File: config.mk
export PLATFORM = sky130hd
export DESIGN_NAME = tbu_control
export DESIGN_NICKNAME = d
export VERILOG_FILES = /design/src/rtl/core/tbu_pkg.sv /design/src/rtl/core/tbu_control.sv
export SDC_FILE = /design/constraint.sdc
export NUM_CORES = 1
export LEC_CHECK = 0
export BUFFER_PORTS_ARGS = -buffer_cell sky130_fd_sc_hd__buf_4
export CELL_PAD_IN_SITES_DETAIL_PLACEMENT = 1
export CELL_PAD_IN_SITES_GLOBAL_PLACEMENT = 1
export CORE_MARGIN = 5
export CORE_UTILIZATION = 37
export CTS_BUF_LIST = sky130_fd_sc_hd__clkbuf_4 sky130_fd_sc_hd__clkbuf_8
export DETAILED_ROUTE_END_ITERATION = 10
export PLACE_DENSITY = 0.85
export SLEW_MARGIN = 20
export SYNTH_ARGS = -nofsm -noshare
export SYNTH_HDL_FRONTEND = slang
export SYNTH_SLANG_ARGS = --single-unit
File: constraint.sdc
create_clock -name clock -period 1.8 [get_ports clock]
set_input_delay 0.27 -clock clock [delete_from_list [all_inputs] [get_ports clock]]
set_output_delay 0.27 -clock clock [all_outputs]
set_load 0.005 [all_outputs]
File: src/rtl/core/tbu_pkg.sv
// Shared types and constants of the triangle binormal unit.
package tbu_pkg;

   localparam int COORD_WIDTH_DEF   = 32;
   localparam int OUT_FRAC_BITS_DEF = 30;
   localparam int BIN_W             = 32;
   localparam int CORNER_W          = 2;
   localparam int NUM_CORNERS       = 3;
   localparam int NUM_AXES          = 3;
   localparam int NUM_IN_FIELDS     = 5;
   localparam int NORM_TOP          = 30;
   localparam int C_W               = NORM_TOP + 1;
   localparam int SUM_W             = 64;
   localparam int ROOT_W            = 32;
   localparam int CHUNK_W           = 16;
   localparam int RSP_FIELDS_W      = 3 * BIN_W + CORNER_W;
   localparam int RSP_TDATA_W       = ((RSP_FIELDS_W + 7) / 8) * 8;
   localparam int CORNER_LSB        = 3 * BIN_W;
   localparam logic [CORNER_W-1:0] LAST_CORNER = 2'd2;
   localparam logic [1:0]          LAST_AXIS   = 2'd2;

   typedef enum logic [3:0] {
      OP_NONE,
      OP_LOAD,
      OP_MUL,
      OP_DET_SAVE,
      OP_VEC_SAVE,
      OP_NORM,
      OP_SQ,
      OP_SUM,
      OP_SQRT,
      OP_DIV,
      OP_EMIT
   } dp_op_type;

   // Edge and texcoord differences as seen from the current corner.
   typedef enum logic [2:0] {
      OPD_D1,
      OPD_D2,
      OPD_S1,
      OPD_S2,
      OPD_T1,
      OPD_T2
   } opd_type;

   typedef struct packed {
      dp_op_type           op;
      opd_type             sel_a;
      opd_type             sel_b;
      logic                sub;
      logic                clr;
      logic [CORNER_W-1:0] corner;
      logic [1:0]          axis;
   } dp_cmd_type;

   typedef struct packed {
      logic busy;
      logic det_zero;
      logic vec_zero;
      logic norm_done;
      logic out_full;
   } dp_stat_type;

   typedef enum logic [4:0] {
      ST_IDLE,
      ST_DET_A,
      ST_DET_AW,
      ST_DET_B,
      ST_DET_BW,
      ST_DET_SAVE,
      ST_CORNER,
      ST_VEC_A,
      ST_VEC_AW,
      ST_VEC_B,
      ST_VEC_BW,
      ST_VEC_SAVE,
      ST_VEC_CHK,
      ST_NORM,
      ST_SQ,
      ST_SUM,
      ST_SQRT,
      ST_SQRT_W,
      ST_DIV,
      ST_DIV_W,
      ST_EMIT
   } ctl_state_type;

endpackage

File: src/rtl/core/tbu_control.sv
// Controller: sequences corner capture and the per-corner binormal steps.
module tbu_control import tbu_pkg::*; (
   input  logic        clock,
   input  logic        reset,
   input  logic        req_valid,
   output logic        req_ready,
   output dp_cmd_type  cmd,
   input  dp_stat_type stat
);

   ctl_state_type       state_ff, state_in;
   logic [1:0]          count_ff, count_in;
   logic [CORNER_W-1:0] jdx_ff, jdx_in;
   logic [1:0]          axis_ff, axis_in;

   always_ff @(posedge clock) begin
      if (reset) begin
         state_ff <= ST_IDLE;
         count_ff <= '0;
         jdx_ff   <= '0;
         axis_ff  <= '0;
      end else begin
         state_ff <= state_in;
         count_ff <= count_in;
         jdx_ff   <= jdx_in;
         axis_ff  <= axis_in;
      end
   end

   always_comb begin
      state_in   = state_ff;
      count_in   = count_ff;
      jdx_in     = jdx_ff;
      axis_in    = axis_ff;
      req_ready  = 1'b0;
      cmd.op     = OP_NONE;
      cmd.sel_a  = OPD_D1;
      cmd.sel_b  = OPD_D1;
      cmd.sub    = 1'b0;
      cmd.clr    = 1'b0;
      cmd.corner = jdx_ff;
      cmd.axis   = axis_ff;
      unique case (state_ff)
         ST_IDLE: begin
            req_ready = 1'b1;
            if (req_valid) begin
               cmd.op = OP_LOAD;
               if (count_ff[1]) begin
                  cmd.corner = LAST_CORNER;
                  count_in   = '0;
                  jdx_in     = '0;
                  state_in   = ST_DET_A;
               end else begin
                  cmd.corner = count_ff;
                  count_in   = count_ff + 1'b1;
               end
            end
         end
         ST_DET_A: begin
            cmd.op    = OP_MUL;
            cmd.sel_a = OPD_S1;
            cmd.sel_b = OPD_T2;
            cmd.clr   = 1'b1;
            state_in  = ST_DET_AW;
         end
         ST_DET_AW: if (!stat.busy) state_in = ST_DET_B;
         ST_DET_B: begin
            cmd.op    = OP_MUL;
            cmd.sel_a = OPD_S2;
            cmd.sel_b = OPD_T1;
            cmd.sub   = 1'b1;
            state_in  = ST_DET_BW;
         end
         ST_DET_BW: if (!stat.busy) state_in = ST_DET_SAVE;
         ST_DET_SAVE: begin
            cmd.op   = OP_DET_SAVE;
            state_in = ST_CORNER;
         end
         ST_CORNER: begin
            axis_in  = '0;
            state_in = stat.det_zero ? ST_EMIT : ST_VEC_A;
         end
         ST_VEC_A: begin
            cmd.op    = OP_MUL;
            cmd.sel_a = OPD_D2;
            cmd.sel_b = OPD_S1;
            cmd.clr   = 1'b1;
            state_in  = ST_VEC_AW;
         end
         ST_VEC_AW: if (!stat.busy) state_in = ST_VEC_B;
         ST_VEC_B: begin
            cmd.op    = OP_MUL;
            cmd.sel_a = OPD_D1;
            cmd.sel_b = OPD_S2;
            cmd.sub   = 1'b1;
            state_in  = ST_VEC_BW;
         end
         ST_VEC_BW: if (!stat.busy) state_in = ST_VEC_SAVE;
         ST_VEC_SAVE: begin
            cmd.op = OP_VEC_SAVE;
            if (axis_ff == LAST_AXIS) begin
               axis_in  = '0;
               state_in = ST_VEC_CHK;
            end else begin
               axis_in  = axis_ff + 1'b1;
               state_in = ST_VEC_A;
            end
         end
         ST_VEC_CHK: state_in = stat.vec_zero ? ST_EMIT : ST_NORM;
         ST_NORM: begin
            if (stat.norm_done) begin
               axis_in  = '0;
               state_in = ST_SQ;
            end else begin
               cmd.op = OP_NORM;
            end
         end
         ST_SQ: begin
            cmd.op = OP_SQ;
            if (axis_ff == LAST_AXIS) begin
               state_in = ST_SUM;
            end else begin
               axis_in = axis_ff + 1'b1;
            end
         end
         ST_SUM: begin
            cmd.op   = OP_SUM;
            axis_in  = '0;
            state_in = ST_SQRT;
         end
         ST_SQRT: begin
            cmd.op   = OP_SQRT;
            state_in = ST_SQRT_W;
         end
         ST_SQRT_W: if (!stat.busy) state_in = ST_DIV;
         ST_DIV: begin
            cmd.op   = OP_DIV;
            state_in = ST_DIV_W;
         end
         ST_DIV_W: begin
            if (!stat.busy) begin
               if (axis_ff == LAST_AXIS) begin
                  state_in = ST_EMIT;
               end else begin
                  axis_in  = axis_ff + 1'b1;
                  state_in = ST_DIV;
               end
            end
         end
         ST_EMIT: begin
            if (!stat.out_full) begin
               cmd.op = OP_EMIT;
               if (jdx_ff == LAST_CORNER) begin
                  state_in = ST_IDLE;
               end else begin
                  jdx_in   = jdx_ff + 1'b1;
                  state_in = ST_CORNER;
               end
            end
         end
         default: state_in = ST_IDLE;
      endcase
   end

endmodule

==> results of run 1 <==
-- state kept, by name (all words and copies together) (netlist names) --
signal    count
state_ff      5
axis_ff       2
count_ff      2
jdx_ff        2
-- per-layer routing --
layer	global-route usage (%)	share of wire (%)	vias up
li1	-	-	807
met1	32.5	38	955
met2	46.1	46	155
met3	3.78	9.8	52
met4	12.1	5.6	0
met5	0	0	-
-- report_power, final --
group          total (uW)  internal (uW)  switching [uW]
clock network         235            101             134
logic                1010            484             524
registers             296            266            29.9
-- through the flow --
stage / instance area (um2) / util (%) / setup WS (ps) / hold WS [ps]
after floorplan: 1290 / - / 37.4 / 446
after global placement: 1730 / 51.5 / -111 / 458
after detailed placement: 1730 / 51.5 / -137 / 478
after CTS: 1960 / 58.2 / -328 / 241
after global routing: 2290 / 68.2 / -407 / 261
final: 2290 / 68.2 / -401 / 248
-- worst max path at each step --
| stage | startpoint | to | slack (ps) |
|---|---|---|---|
| 2_1_floorplan | axis_ff[0]$_SDFFE_PP0P_ | state_ff[1]$_SDFFE_PP0P_ | 40 |
| 3_3_place_gp | state_ff[4]$_SDFFE_PP0P_ | cmd[3] | -110 |
| 3_5_place_dp | state_ff[2]$_SDFFE_PP0P_ | state_ff[1]$_SDFFE_PP0P_ | -140 |
| 4_1_cts | state_ff[0]$_SDFFE_PP0P_ | cmd[3] | -330 |
| 5_1_grt | state_ff[4]$_SDFFE_PP0P_ | cmd[2] | -410 |
| 6_report | state_ff[4]$_SDFFE_PP0P_ | state_ff[2]$_SDFFE_PP0P_ | -400 |
-- layout by cell type, fill, tap and decap left out, drive strengths merged, types with 5 or more instances in the layout --
master | netlist | final
a21oi | 10 | 10
a31oi | 5 | 5
buf | 10 | 85
dfxtp | 11 | 11
inv | 9 | 9
nand2 | 12 | 12
nand2b | 6 | 6
nor2 | 18 | 18
nor2b | 9 | 9
nor3 | 7 | 7
o21ai | 13 | 13
-- logic make-up (layout without fill, tap and decap cells) --
| group | Yosys count | count (layout) |
|---|---|---|
| other cells | 1 | 1 |
| buf+inv | 26 | 99 |
| compound gates | 53 | 53 |
| simple gates | 79 | 79 |
| xor+xnor | 2 | 2 |
| fa+ha+maj | 4 | 4 |
| mux | 5 | 5 |
| flops | 11 | 11 |
-- timing repair --
| item | in CTS | in global routing |
|---|---|---|
| pin swaps | 8 | 16 |
| buffers inserted | 7 | 15 |
| cloned | 1 | 0 |
| endpoints found under the hold margin | 0 | 0 |
| endpoints found under the setup margin | 18 | 22 |
| resized for setup | 34 | 51 |
-- cell type report --
| class | count | area [um2] | share of cell area [%] |
|---|---|---|---|
| Multi-Input combinational cell | 144 | 1170 | 51.1 |
| Timing Repair Buffer | 86 | 758 | 33.1 |
| Sequential cell | 11 | 239 | 10.4 |
| Tap cell | 46 | 57.6 | 2.51 |
| Inverter | 9 | 36.3 | 1.58 |
| Clock buffer | 4 | 30.0 | 1.31 |
==> metrics, run 1 <==
run status complete, but fails checks; violated checks negative setup slack; critical path capture point type register; Worst Setup Start Kind register; clk sinks 11; placed insts 273; Synth cell types 58; hold depth 2; Req. time, crit path 1980 ps; Total Die Area 4780 um2; CP delay by family, top simple AND/OR/NAND/NOR gates; reg2reg start state_ff[4]$_SDFFE_PP0P_; Cells after Synth 181; port bufs 23; final worst path period share 122%; pin count of the biggest net entering global routing 14; Buf+Inv Stages, Crit Path 2; Net Count, Synth 193; maximum clock rate 454 MHz; critical path arrival 2380 ps; Boundary Pins 25; row cnt 21; hold-fix buffer count after cts 0; Die Wd 69.1 um; CTS tree done; Tot Pwr 1540 uW; DRT Wirelength 8400 um; wire length per cell 28.0 um; total CTS buffers 3; cell seen most often among critical-path stages buf_6; Post-synth top flop dfxtp_1; crit path kind reg2reg; chip height 69.1 um; final setup margin -401 ps; most common cell in the netlist nor2_1; Post-Syn Area 1290 um2; Hold Path End axis_ff[0]$_SDFFE_PP0P_; H-tree depth 1; critical path depth 6; worst r2r path cells 6; CP max FO 7; post-synthesis mux area share 4.16%; final slew viol count 0; Non-Filler Instances 300; Lkg Pwr 0.000967 uW; first-pass GRT wire length 10100 um; Worst Clk Skew 17.5 ps; RSZ-0062 raised after global routing true; Critical Path Max Stage Delay 500 ps; fin nets 267; ANT cells 0; register area share after synthesis 17.0%; CP max stage cell nor3_1; Synth warnings 0; pwr dens 672 nW/um2; drt pass-1 iters 5; CTS clk-pin slew, worst paths 120 ps; worst slew pin tran 641 ps; Total Routing Usage GR 26.7%; Mean Syn Cell Area 7.15 um2; Core ar. 3360 um2; combinational family with the most area after synthesis simple AND/OR/NAND/NOR gates; Post-synth top cells nor2_1, dfxtp_1, nand2_1, o21ai_0; clock buffer depth 2; clock root buffer clkbuf_4; Fillers 403; Synth area leaders dfxtp_1, nor2_1, nor2b_1, o21ai_0, ha_1; final hold vios 0; DP HPWL 3990 um; GR Overflow Total 0; Hold Crit Class in2reg; Worst VDD drop 0.000518 V; xor and xnor area share after synthesis 1.35%; Placer Congestion 0.947; initial antenna violation count 0; FF-to-FF setup slack -400 ps; Compound-Gate Fraction of Synth Area 28.9%; vias per cell 6.56; final setup fails 20; cells along the critical path buf_6 > or3b_4 > buf_6 > nor3_1 > a2111oi_4 > mux2_2; Hold Crit Start reset; layout cells sized above 1 55.9%; DR DRC count 0; clk_lat worst skew 310 ps; worst reg2reg endpoint state_ff[2]$_SDFFE_PP0P_; Yosys top cell area share 17.0%; post-synthesis adder-cell area fraction 3.87%; Starting Density 38.5%; vias 1969; fin crit period 2200 ps; setup tns final -4300 ps; simple-gate share of the synthesized area 34.7%; antenna-violating nets left 0; DRT iter0 DRCs 344; Post-synth EDFFs 0; vias in the first global route 1802; area delta synth->final 77.2%; Synth area leader dfxtp_1; asr flop ratio synth 0%; Slew headroom 57.0%; Max-Cap Viols 0; Yosys reg bits 11
(Power assumes the default switching activity.)
==> run 2, diff against run 1 <==
Settings changed: CORE_UTILIZATION 37 to 44, PLACE_DENSITY 0.85 to 0.94.
Clock period 1.8 ns to 2.84 ns, I/O delays scaled along.
==> metrics, run 2 (same netlist as run 1, synthesis figures left out) <==
Core ar. 2780 um2; DP HPWL 3250 um; Buf+Inv Stages, Crit Path 1; Critical Path Max Stage Delay 930 ps; Worst Clk Skew 8.54 ps; Tot Pwr 664 uW; drt pass-1 iters 4; Max-Cap Viols 0; vias per cell 6.39; number of flip-flops under the largest register name 5; vias 1456; hold slack 414 ps; hold depth 2; Worst VDD drop 0.000359 V; final setup fails 0; critical path capture point type output pin; pin count of the biggest net entering global routing 28; first-pass GRT wire length 7290 um; Req. time, crit path 2410 ps; pwr dens 446 nW/um2; clk_lat worst skew 280 ps; Placer Congestion 0.914; CTS tree done; vias in the first global route 1513; pre-CTS setup slack 424 ps; CP max FO 27; post-cts sizing count 0; clk sinks 11; total CTS buffers 3; critical path depth 4; run status finished clean; area delta synth->final 15.1%; critical path arrival 2250 ps; chip height 64.2 um; clock root buffer clkbuf_4; H-tree depth 1; final slew viol count 0; initial antenna violation count 0; largest reg by FF count state_ff; row cnt 19; RSZ-0062 raised after global routing false; ANT cells 0; port bufs 23; cells along the critical path nand2b_1 > or3_4 > o21ai_0 > buf_4; Total Routing Usage GR 21.9%; GR Overflow Total 0; Hold Crit Class in2reg; final setup margin 160 ps; met1 wire length 1760 um; uppermost layer routed met4; Setup Buffers After CTS 0; commonest non-fill, non-tap cell in the layout buf_4; Die Wd 64.2 um; DR DRC count 0; CTS clk-pin slew, worst paths 60 ps; crit path kind reg2out; antenna-violating nets left 0; Worst Setup Start Kind register; worst r2r path cells 5; Starting Density 46.5%; setup tns final 0 ps; hold-fix buffer count after cts 0; layout cells sized above 1 23.9%; DRT Wirelength 4340 um; clock buffer depth 2; FF-to-FF setup slack 370 ps; final hold vios 0; fin crit period 2680 ps; FF+latch area 220 um2; Slew headroom 38.1%; maximum clock rate 373 MHz; Total Die Area 4120 um2; Fillers 364; Boundary Pins 25; CP delay by family, top flip-flops; worst slew pin tran 928 ps; final worst path period share 94.4%; Met2 Wirelength 2210 um; most frequent cells in the layout buf_4, nor2_1, nand2_1, o21ai_0, dfxtp_1; Lkg Pwr 0.000608 uW; fin nets 210; Multi-input gate area 948 um2; DRT iter0 DRCs 123; wire length per cell 19.0 um; met3 wire length 277 um; CP max stage cell dfxtp_1
run 2: final timing paths:
| kind | from | endpoint |
|---|---|---|
| max | state_ff[2]$_SDFFE_PP0P_ | cmd[13] |
| min | reset | count_ff[0]$_SDFFE_PP0P_ |
| min reg2reg | count_ff[0]$_SDFFE_PP0P_ | count_ff[0]$_SDFFE_PP0P_ |
| max reg2reg | state_ff[2]$_SDFFE_PP0P_ | axis_ff[1]$_SDFFE_PP0P_ |
run 2: stage by stage:
step           cell area (um2)  std cells  utilization (%)
6_report                  1490        228             53.5
5_1_grt                   1490        228             53.5
4_1_cts                   1490        228             53.5
3_5_place_dp              1460        224             52.5
3_3_place_gp              1460        224             52.5
2_1_floorplan             1290        181                -
run 2: layout make-up:
type	count	share of cell area [%]
Multi-Input combinational cell	144	63.7
Timing Repair Buffer	29	14.6
Tap cell	31	2.61
Sequential cell	11	14.8
Clock buffer	4	2.02
Inverter	9	2.27
run 2: power breakdown:
part | switching (uW) | total [uW] | internal (uW)
registers | 22.1 | 190 | 167
logic | 192 | 354 | 162
clock network | 56.3 | 120 | 64.1
total | 270 | 664 | 394
run 2: worst register-to-register path, stage by stage, from the launching register on:
cell      delay (ps)
dfxtp_1          930
nand2b_1         370
or4_1            490
o21ai_1          180
a31oi_1           80
a211oi_1         310
run 2: metal layers:
layer / GRT usage, % / vias up
li1: - / 684
met1: 25.5 / 720
met2: 37.8 / 40
met3: 4.73 / 12
met4: 10.4 / 0
met5: 0 / -
